==> config.mk <==
export PLATFORM = sky130hd
export DESIGN_NAME = multi_mode_software_timer_core
export DESIGN_NICKNAME = d
export VERILOG_FILES = /design/src/hdl/mmst_pkg.sv /design/src/hdl/multi_mode_software_timer_core.sv
export SDC_FILE = /design/constraint.sdc
export NUM_CORES = 1
export LEC_CHECK = 0
export CORE_ASPECT_RATIO = 1.25
export CORE_MARGIN = 3
export CORE_UTILIZATION = 40
export DETAILED_ROUTE_END_ITERATION = 16
export DONT_BUFFER_PORTS = 1
export GPL_ROUTABILITY_DRIVEN = 0
export PLACE_DENSITY_LB_ADDON = 0.2
export SKIP_LAST_GASP = 1
export SLEW_MARGIN = 20
export SYNTH_ARGS = -nofsm -noshare
export SYNTH_HDL_FRONTEND = slang
export SYNTH_SLANG_ARGS = --single-unit
==> constraint.sdc <==
create_clock -name clk_i -period 5.05 [get_ports clk_i]
set_clock_uncertainty 0.05 [all_clocks]
set_input_delay 1.01 -clock clk_i [delete_from_list [all_inputs] [get_ports clk_i]]
set_output_delay 1.01 -clock clk_i [all_outputs]
set_load 0.02 [all_outputs]
==> src/hdl/mmst_pkg.sv <==
// Shared widths, codes and reset values for the multi-mode software timer.
`timescale 1ns / 1ps

package mmst_pkg;

  localparam int unsigned ElapsedW = 32;
  localparam int unsigned CountW   = 16;
  localparam int unsigned ModeW    = 3;
  localparam int unsigned ActionW  = 2;
  localparam int unsigned CfgIdxW  = 2;
  localparam int unsigned CfgDataW = 32;

  typedef enum logic [ModeW-1:0] {
    MODE_PERIODIC  = 3'd0,
    MODE_TOGGLE    = 3'd1,
    MODE_COUNT_UP  = 3'd2,
    MODE_COUNT_DN  = 3'd3,
    MODE_ON_DELAY  = 3'd4,
    MODE_OFF_DELAY = 3'd5
  } timer_mode_e;

  typedef enum logic [ActionW-1:0] {
    ACT_TICK    = 2'd0,
    ACT_BEGIN   = 2'd1,
    ACT_RESTART = 2'd2
  } action_e;

  typedef enum logic [CfgIdxW-1:0] {
    CFG_TIMER_MODE  = 2'd0,
    CFG_PERIOD_MS   = 2'd1,
    CFG_COUNT_LIMIT = 2'd2
  } cfg_index_e;

  localparam logic [ModeW-1:0]    ModeReset   = MODE_PERIODIC;
  localparam logic [ElapsedW-1:0] PeriodReset = ElapsedW'(1000);
  localparam logic [CountW-1:0]   LimitReset  = '0;
  localparam logic [ElapsedW-1:0] ElapsedMax  = '1;

  typedef struct packed {
    logic                period_pulse;
    logic                toggle_level;
    logic                toggle_changed;
    logic                count_valid;
    logic [CountW-1:0]   count_value;
    logic                count_done;
    logic                delay_done;
    logic                done_trigger_level;
    logic [ElapsedW-1:0] elapsed_ms;
  } result_t;

endpackage

==> src/hdl/multi_mode_software_timer_core.sv <==
// Top level of the multi-mode software timer: input register, mode logic, result register.
`timescale 1ns / 1ps

//  channel | direction | handshake              | payload
//  --------+-----------+------------------------+----------------------------------------
//  in      | to core   | in_valid_i / in_ready_o  | action_i, delay_trigger_i
//  out     | from core | out_valid_o / out_ready_i| mode flags, count_value_o, elapsed_ms_o
//  cfg     | to core   | cfg_valid_i / cfg_ready_o| cfg_index_i, cfg_data_i
//
// An item is evaluated while it sits in the input register, so its result is loaded into
// the result register; one item is taken in every cycle unless a held result stalls it.
// The single evaluation stage with its 32-bit increment and compare sets this rate.
// Reset stops the timer until a begin item and clears elapsed count, counter and toggle.
// A held result that is not taken stalls evaluation of the next item; the input then waits.

module multi_mode_software_timer_core (
  input  logic                             clk_i,
  input  logic                             rst_ni,
  input  logic                             in_valid_i,
  output logic                             in_ready_o,
  input  logic [mmst_pkg::ActionW-1:0]     action_i,
  input  logic                             delay_trigger_i,
  output logic                             out_valid_o,
  input  logic                             out_ready_i,
  output logic                             period_pulse_o,
  output logic                             toggle_level_o,
  output logic                             toggle_changed_o,
  output logic                             count_valid_o,
  output logic [mmst_pkg::CountW-1:0]      count_value_o,
  output logic                             count_done_o,
  output logic                             delay_done_o,
  output logic                             done_trigger_level_o,
  output logic [mmst_pkg::ElapsedW-1:0]    elapsed_ms_o,
  input  logic                             cfg_valid_i,
  output logic                             cfg_ready_o,
  input  logic [mmst_pkg::CfgIdxW-1:0]     cfg_index_i,
  input  logic [mmst_pkg::CfgDataW-1:0]    cfg_data_i
);
  import mmst_pkg::*;

  logic [ModeW-1:0]    mode_q;
  logic [ElapsedW-1:0] period_q;
  logic [CountW-1:0]   limit_q;

  logic                in_valid_q;
  logic [ActionW-1:0]  action_q;
  logic                trig_q;

  logic [ElapsedW-1:0] elapsed_q, elapsed_d;
  logic                stopped_q, stopped_d;
  logic [CountW-1:0]   counter_q, counter_d;
  logic                toggle_q, toggle_d;

  logic                out_valid_q;
  result_t             res_q, res_d;
  logic                res_new;

  logic                res_free;
  logic                proc;
  logic [ElapsedW-1:0] el_inc;
  logic [ElapsedW-1:0] el_delay;
  logic                delay_hold;

  assign res_free   = !out_valid_q || out_ready_i;
  assign proc       = in_valid_q && res_free;
  assign in_ready_o = !in_valid_q || res_free;
  assign cfg_ready_o = 1'b1;

  assign el_inc     = (elapsed_q == ElapsedMax) ? elapsed_q : elapsed_q + 1'b1;
  assign delay_hold = (mode_q == MODE_ON_DELAY) ? !trig_q : trig_q;
  assign el_delay   = delay_hold ? '0 : el_inc;

  always_comb begin
    elapsed_d = elapsed_q;
    stopped_d = stopped_q;
    counter_d = counter_q;
    toggle_d  = toggle_q;
    res_new   = 1'b0;
    res_d     = '0;
    if (proc) begin
      case (action_q)
        ACT_BEGIN: begin
          stopped_d = 1'b0;
          if (mode_q == MODE_COUNT_UP) begin
            counter_d = '0;
          end else if (mode_q == MODE_COUNT_DN) begin
            counter_d = limit_q;
          end
        end
        ACT_RESTART: begin
          elapsed_d = '0;
        end
        ACT_TICK: begin
          elapsed_d = el_inc;
          if (!stopped_q) begin
            res_new = 1'b1;
            case (mode_q)
              MODE_PERIODIC: begin
                if (el_inc >= period_q) begin
                  elapsed_d          = '0;
                  res_d.period_pulse = 1'b1;
                end
              end
              MODE_TOGGLE: begin
                if (el_inc >= period_q) begin
                  elapsed_d            = '0;
                  toggle_d             = !toggle_q;
                  res_d.toggle_changed = 1'b1;
                end
              end
              MODE_COUNT_UP, MODE_COUNT_DN: begin
                if (el_inc >= period_q) begin
                  elapsed_d = '0;
                  if (mode_q == MODE_COUNT_DN && counter_q == '0) begin
                    counter_d        = limit_q;
                    stopped_d        = 1'b1;
                    res_d.count_done = 1'b1;
                  end else if (mode_q == MODE_COUNT_UP && counter_q == limit_q) begin
                    counter_d        = '0;
                    stopped_d        = 1'b1;
                    res_d.count_done = 1'b1;
                  end else begin
                    res_d.count_valid = 1'b1;
                    res_d.count_value = counter_q;
                    counter_d = (mode_q == MODE_COUNT_UP) ? counter_q + 1'b1
                                                          : counter_q - 1'b1;
                  end
                end
              end
              MODE_ON_DELAY, MODE_OFF_DELAY: begin
                elapsed_d = el_delay;
                if (el_delay >= period_q && !delay_hold) begin
                  res_d.delay_done         = 1'b1;
                  res_d.done_trigger_level = trig_q;
                  stopped_d                = 1'b1;
                end
              end
              default: begin
              end
            endcase
          end
        end
        default: begin
        end
      endcase
    end
    res_d.toggle_level = toggle_d;
    res_d.elapsed_ms   = elapsed_d;
  end

  always_ff @(posedge clk_i or negedge rst_ni) begin
    if (!rst_ni) begin
      mode_q      <= ModeReset;
      period_q    <= PeriodReset;
      limit_q     <= LimitReset;
      in_valid_q  <= 1'b0;
      elapsed_q   <= '0;
      stopped_q   <= 1'b1;
      counter_q   <= '0;
      toggle_q    <= 1'b0;
      out_valid_q <= 1'b0;
    end else begin
      if (cfg_valid_i) begin
        case (cfg_index_i)
          CFG_TIMER_MODE:  mode_q   <= cfg_data_i[ModeW-1:0];
          CFG_PERIOD_MS:   period_q <= cfg_data_i[ElapsedW-1:0];
          CFG_COUNT_LIMIT: limit_q  <= cfg_data_i[CountW-1:0];
          default: begin
          end
        endcase
      end
      if (in_ready_o) begin
        in_valid_q <= in_valid_i;
      end
      elapsed_q <= elapsed_d;
      stopped_q <= stopped_d;
      counter_q <= counter_d;
      toggle_q  <= toggle_d;
      if (proc && res_new) begin
        out_valid_q <= 1'b1;
      end else if (out_ready_i) begin
        out_valid_q <= 1'b0;
      end
    end
  end

  always_ff @(posedge clk_i) begin
    if (in_ready_o && in_valid_i) begin
      action_q <= action_i;
      trig_q   <= delay_trigger_i;
    end
    if (proc && res_new) begin
      res_q <= res_d;
    end
  end

  assign out_valid_o          = out_valid_q;
  assign period_pulse_o       = res_q.period_pulse;
  assign toggle_level_o       = res_q.toggle_level;
  assign toggle_changed_o     = res_q.toggle_changed;
  assign count_valid_o        = res_q.count_valid;
  assign count_value_o        = res_q.count_value;
  assign count_done_o         = res_q.count_done;
  assign delay_done_o         = res_q.delay_done;
  assign done_trigger_level_o = res_q.done_trigger_level;
  assign elapsed_ms_o         = res_q.elapsed_ms;

endmodule

==> results.tsv, run 1 <==
stage	metric	value	unit
outcome	status	complete, no violations	
floorplanning	coreArea	23000	um^2
setup_path	critPathCaptureType	flop	
floorplanning	dieArea	25400	um^2
logic_synthesis	syn_inst	901	
floorplanning	row_count	62	
logic_synthesis	postSynthAreaPerCell	10.5	um^2
route	vias	6667	
logic_synthesis	syn-num-nets	1023	
setup_path	crit_type	flop to flop	
route	ant_nets	0	
setup_path	r2r_setup_slack	380	ps
job	maxCapViolations	0	
sta	finalMaxSlewViolations	0	
logic_synthesis	yosys_warnings	0	
clock_tree	htree_levels	4	
logic_synthesis	ys_seq_area_share	45.9	%
setup_path	worst-path-max-fanout	28	
pwr	ir_worst_vdd	0.308	mV
global_route	grt_max_degree	104	
final_layout	seqCellArea	4330	um^2
final_layout	n_fill_cell	2159	
clock_tree	clk_latency	440	ps
clock_tree	ctsHoldBuffers	0	
logic_synthesis	synth_ff_type	dfrtp_1	
route	vias_per_cell	5.48	
placement	portBuffers	0	
placement	place_hpwl	17.4	mm
route	first_pass_iters	5	
global_route	grtUsageTotal	19.1	%
clock_tree	clockRootBuffer	clkbuf_16	
floorplanning	die_h	178	um
logic_synthesis	synth_seq_cells	161	
route	wl_per_cell	19.3	um
final_layout	instances_no_fill	1216	
sta	period_minus_slack	4670	ps
floorplanning	initial_core_util	40.9	%
setup_path	crit_path_frequent_cell	nand4_1	
route	drt_wl_total	23.5	mm
pwr	p_total	0.00428	W
setup_path	path_cells	nand4_1, nor4_4, nand4_1, and4_1, nand3_1, nor2_1, xor2_1, ha_1, nand4_1, nor4_1, o21ai_0, a31oi_2, o32a_1, buf_6, a21oi_1, o21ai_0, o31ai_1	
final_layout	fin_area	10500	um^2
clock_tree	cts_buffer_depth	2	
placement	dp_cells	1182	
final_layout	drive_gt1_share	14.8	%
floorplanning	dieWidth	143	um
logic_synthesis	synthTopCellsByCount	96 x dfrtp_1, 79 x ha_1, 73 x nand2_1, 58 x edfxtp_1, 55 x inv_1	
sta	relSlewSlack	37.1	%
global_route	grt_antenna_before_repair	0	
clock_tree	clock_sinks	161	
setup_path	start_kind	flop	
global_route	grt_pass1_wl	37.4	mm
sta	fmaxAchievable	214	MHz
route	drt_iter0_markers	324	
logic_synthesis	synthMostInstantiatedCell	dfrtp_1	
setup_path	crit_arrival	4780	ps
final_layout	diodes	0	
setup_path	cpLargestDelayFamily	simple AND/OR/NAND/NOR gates	
pwr	power_density	410	nW/um^2
sta	hold_violations	0	
global_route	overflow	0	
setup_path	slowest_delay	460	ps
setup_path	crit_required	5160	ps
logic_synthesis	synth_top_area_share	25.5	%
sta	worst_pin_slew	940	ps
clock_tree	cts_tree	done	
setup_path	cp_slowest_cell	dfrtp_1	
logic_synthesis	yosysTopAreaCell	dfrtp_1	
clock_tree	clk_pin_slew	70	ps
logic_synthesis	synth-async-reset-ratio	64.0	%
pwr	p_leak	4.58	nW
setup_path	path_buf_inv	1	
logic_synthesis	ys_types	63	
final_layout	nNetsFinal	1037	
route	drc	0	
logic_synthesis	synth_edf_count	58	
final_layout	multi_input_area	4820	um^2
placement	post_dp_cell_area	9830	um^2
final_layout	area_growth	11.0	%
sta	finalSetupViolCount	0	
logic_synthesis	syn_area	9420	um^2
min_path	hp-class	primary input to async pin	
logic_synthesis	yosys-top-cells-area	dfrtp_1 25%, edfxtp_1 18%, ha_1 10%	
floorplanning	io-pin-count	100	
clock_tree	numCtsBuffers	17	
global_route	grt_pass1_vias	6873	
sta	period_share	92.5	%
==> worst paths after layout <==
kind | startpoint | end | cells past startpoint
worst min-delay path | rst_ni | elapsed_q[30]$_DFF_PN0_ | 0
min in group clk_i | toggle_q$_DFF_PN0_ | toggle_q$_DFF_PN0_ | 1
worst min register to register | toggle_q$_DFF_PN0_ | toggle_q$_DFF_PN0_ | 1
worst max-delay path | elapsed_q[24]$_DFF_PN0_ | elapsed_ms_o[8]$_DFFE_PP_ | 17
max in group asynchronous | rst_ni | period_q[7]$_DFFE_PN1P_ | 0
worst max register to register | elapsed_q[24]$_DFF_PN0_ | elapsed_ms_o[8]$_DFFE_PP_ | 17
==> metal layers <==
metal | track usage, % | routed length, um | up-vias
met2 | 32.7 | 11900 | 136
met4 | 5.97 | 359 | 0
met5 | 0 | 0 | -
li1 | - | - | 3272
met3 | 4.34 | 1090 | 22
met1 | 23.8 | 10100 | 3237
==> worst register-to-register path: stages, from the launching register on <==
cell,delay [ps]
dfrtp_1,460
nand4_1,240
nor4_4,420
nand4_1,230
and4_1,310
nand3_1,190
nor2_1,110
xor2_1,170
ha_1,330
nand4_1,130
nor4_1,350
o21ai_0,180
a31oi_2,260
o32a_1,320
buf_6,270
a21oi_1,90
o21ai_0,170
o31ai_1,110
==> cells in the final DEF (no fill, tap or decap), types with 31 or more instances in the layout <==
cell / n
edfxtp_1: 58
xnor2_1: 33
inv_1: 54
nand2_1: 73
mux2_2: 51
o21ai_0: 46
ha_1: 79
nor2_1: 52
nor2b_1: 31
dfrtp_1: 96
a21oi_1: 37
==> power breakdown <==
group / switching, W / total, W / internal (W) / leakage [nW]
Clock: 0.000563 / 0.00126 / 0.000701 / 0.278
Combinational: 0.000695 / 0.00130 / 0.000604 / 2.42
Sequential: 0.000205 / 0.00172 / 0.00152 / 1.88
==> cell type report <==
| type | count | area share [%] |
|---|---|---|
| clock buffer | 19 | 4.24 |
| inverter | 55 | 1.97 |
| timing repair buffer | 23 | 1.69 |
| clock inverter | 13 | 1.18 |
| tap | 288 | 3.45 |
| sequential | 161 | 41.4 |
| multi-input combinational | 657 | 46.1 |
==> flip-flops by register name, summed over array words and instances, names as in the netlist, 2 cells and up <==
register,flops
action_q,2
count_value_o,16
counter_q,16
elapsed_ms_o,32
elapsed_q,32
limit_q,16
mode_q,3
period_q,32
==> kinds of logic after synthesis <==
logic type / synth area share [%]
AND/OR/NAND/NOR: 15.6
flip-flops: 45.9
other: 0.0398
AO/OA/AOI/OAI: 11.8
multiplexers: 6.63
adder cells (fa/ha/maj): 10.7
XOR/XNOR: 5.86
buffers and inverters: 3.49
==> metrics by stage <==
step	util [%]	hold WS (ps)	setup slack [ps]	setup TNS [ps]
5_1_grt	45.4	203	-6.64	-6.64
6_report	45.4	222	378	0
2_1_floorplan	-	382	605	0
4_1_cts	45.1	205	76.5	0
3_3_place_gp	42.7	394	171	0
3_5_place_dp	42.7	401	20.3	0
==> timing repair <==
action                     4_1_cts  5_1_grt
buffers inserted                 0        2
setup endpoints to repair        7       63
cloned                           0        0
pin swaps                        0        2
gates resized for setup          1        9
(Power assumes the default switching activity.)
==> inputs of run 2 (changes only) <==
Clock period 5.05 ns to 3.79 ns, I/O delays scaled along.
==> run 2 against run 1 <==
  * The run now ends with negative setup slack left
  * Non-clock buffer count up 152
  * Setup slack worse by 890 ps
  * Via count up 13%
  * Highest routed layer is now met5
==> results.tsv, run 2 (synthesis results as in run 1) <==
stage	metric	value	unit	change
outcome	status	finished, violations left		
outcome	violations	negative setup slack		
floorplanning	coreArea	23000	um^2	unchanged
pwr	p_leak	5.72	nW	+25%
sta	period_minus_slack	4300	ps	-375 ps
sta	period_share	113	%	+21 points
global_route	grtUsageTotal	20.6	%	+1.5 points
global_route	grt_max_degree	97		-6.7%
pwr	power_density	478	nW/um^2	+17%
setup_path	r2r_setup_slack	-510	ps	-890 ps
setup_path	start_kind	flop		
route	ant_nets	0		unchanged
sta	rsz0062_at_grt	true		
clock_tree	cts_tree	done		
final_layout	layout_commonest_cell	buf_4		
pwr	power.switching	0.00217	W	+49%
global_route	grt_antenna_before_repair	2		+2
final_layout	area_growth	39.2	%	
sta	finalSetupViolCount	105		+105
floorplanning	die_h	178	um	unchanged
clock_tree	clock_sinks	161		unchanged
route	first_pass_iters	7		+2
placement	place_hpwl	17.9	mm	+3.0%
global_route	grt_pass1_wl	40.8	mm	+8.9%
final_layout	fin_util	57.0	%	+12 points
setup_path	worst-path-max-fanout	5		-82%
setup_path	cp-startpoint	elapsed_q[1]$_DFF_PN0_		
pwr	combPwrFrac	34.8	%	+4.5 points
pwr	pwr-share-clk	28.2	%	-1.3 points
sta	worst_slack	-507	ps	-885 ps
pwr	power.internal	0.00409	W	+45%
sta	finalMaxSlewViolations	0		unchanged
clock_tree	numCtsBuffers	17		unchanged
final_layout	nNetsFinal	1189		+15%
clock_tree	clk_pin_slew	70	ps	about the same
placement	post_dp_cell_area	10800	um^2	+9.7%
route	drt_iter0_markers	398		+23%
floorplanning	initial_core_util	40.9	%	unchanged
pwr	ir_worst_vdd	0.426	mV	+38%
setup_path	critPathCapture	elapsed_ms_o[24]$_DFFE_PP_		
job	maxCapViolations	0		unchanged
route	drt_wl_total	26.8	mm	+14%
setup_path	r2r_start	elapsed_q[1]$_DFF_PN0_		
final_layout	fin_area	13100	um^2	+25%
global_route	grt_use_met3	4.47	%	+0.13 points
route	wl_per_cell	19.6	um	+1.5%
final_layout	final_cell_mix	139 x buf_4, 96 x dfrtp_1, 70 x ha_1		
global_route	met1_usage	25.6	%	+1.8 points
global_route	grt_util_met2	35.0	%	+2.3 points
final_layout	n_fill_cell	1840		-15%
route	vias	7508		+13%
floorplanning	row_count	62		unchanged
sta	fmaxAchievable	233	MHz	+8.7%
sta	relSlewSlack	28.9	%	-8.3 points
floorplanning	dieWidth	143	um	unchanged
placement	portBuffers	0		unchanged
clock_tree	htree_levels	4		unchanged
final_layout	drive_gt1_share	40.0	%	+25 points
pwr	p_seq_share	37.0	%	-3.2 points
setup_path	crit_required	4000	ps	-1160 ps
setup_path	critPathCaptureType	flop		
pwr	switching_share	34.7	%	+0.52 points
clock_tree	clk_latency	430	ps	about the same
floorplanning	dieArea	25400	um^2	unchanged
global_route	busiest_layer	met2		
route	vias_per_cell	5.49		+0.10%
sta	hold_violations	0		unchanged
route	drc	0		unchanged
global_route	grt_pass1_vias	7561		+10%
sta	worst_pin_slew	1070	ps	+126 ps
setup_path	crit_type	flop to flop		
setup_path	reg2reg_to	elapsed_ms_o[24]$_DFFE_PP_		
setup_path	crit_arrival	4510	ps	-270 ps
global_route	overflow	0		unchanged
setup_path	reg2reg_depth	21		+4
min_path	hp-class	primary input to async pin		
clock_tree	clockRootBuffer	clkbuf_16		
pwr	p_total	0.00627	W	+46%
floorplanning	io-pin-count	100		unchanged
clock_tree	cts_buffer_depth	2		unchanged
run 2: cell types whose count changed in the layout (fill, tap and decap cells not counted), moves of 10 or more:
cell,change
buf_12,+12
o31ai_4,+18
a21oi_1,-10
o31ai_1,-13
nor2_1,-10
buf_4,+117
buf_6,+15
nand2_1,-13
o21ai_0,-28
o21ai_2,+24
run 2: worst max-delay path: stages, from the launching register on:
cell and delay [ps]:
dfrtp_1 390, buf_4 130, buf_4 120, and3_4 200, nand3_4 80, nor3_4 250
buf_6 170, nand2_8 60, buf_4 130, buf_6 110, nor2_4 130, xor2_2 290
ha_4 260, a21oi_2 120, o21ai_1 100, a221oi_2 270, o21ai_2 120, o32a_4 410
or2_4 260, buf_8 140, buf_4 140, o31ai_4 190
run 2: cell type report:
cell class	instances	area (um^2)	share of cell area (%)
multi-input cells	657	5980	45.6
inverters	55	206	1.57
flip-flops and latches	161	4330	33.0
well taps	288	360	2.75
clock inverters	12	156	1.19
diodes	1	2.50	0.0191
repair buffers	175	1650	12.6
clock buffers	19	433	3.30
run 2: metal layers:
metal,share of wire (%),up-vias
li1,-,3583
met1,42,3714
met2,51,165
met3,4.4,44
met4,2.7,2
met5,0.026,-
run 2: power groups by stage:
stage	clock [W]	combinational (W)	sequential (W)
final	0.00177	0.00218	0.00232
after CTS	0.00178	0.00199	0.00230
after floorplan	0	0.00140	0.00223
after global routing	0.00186	0.00244	0.00235
after global placement	0	0.00180	0.00233
after detailed placement	0	0.00182	0.00234
run 2: repair_timing:
item                                    CTS  global route
gates resized for setup                 109           148
endpoints found under the hold margin    96             0
pin swaps                                31            70
endpoints found under the setup margin  105           105
gates cloned                              5             2
hold buffers                              1             0
buffers inserted                         29            33
run 2: worst min-delay path by stage:
stage / depth (start not counted) / slack (ps) / to / start
after floorplan: 1 / 380 / toggle_q$_DFF_PN0_ / toggle_q$_DFF_PN0_
after global routing: 0 / 100 / stopped_q$_DFFE_PN1P_ / rst_ni
after global placement: 1 / 390 / toggle_q$_DFF_PN0_ / toggle_q$_DFF_PN0_
after detailed placement: 1 / 400 / toggle_q$_DFF_PN0_ / toggle_q$_DFF_PN0_
final: 0 / 120 / stopped_q$_DFFE_PN1P_ / rst_ni
after CTS: 0 / 110 / stopped_q$_DFFE_PN1P_ / rst_ni
run 2: stage by stage:
stage                     hold WS [ps]  setup slack (ps)  cells  TNS [ps]
after CTS                          105              -473   1341    -31460
after global placement             395              -813   1279    -58630
after floorplan                    382              -225    901     -5170
after detailed placement           401              -805   1279    -55250
final                              121              -507   1368    -34690
after global routing               103              -630   1368    -48850
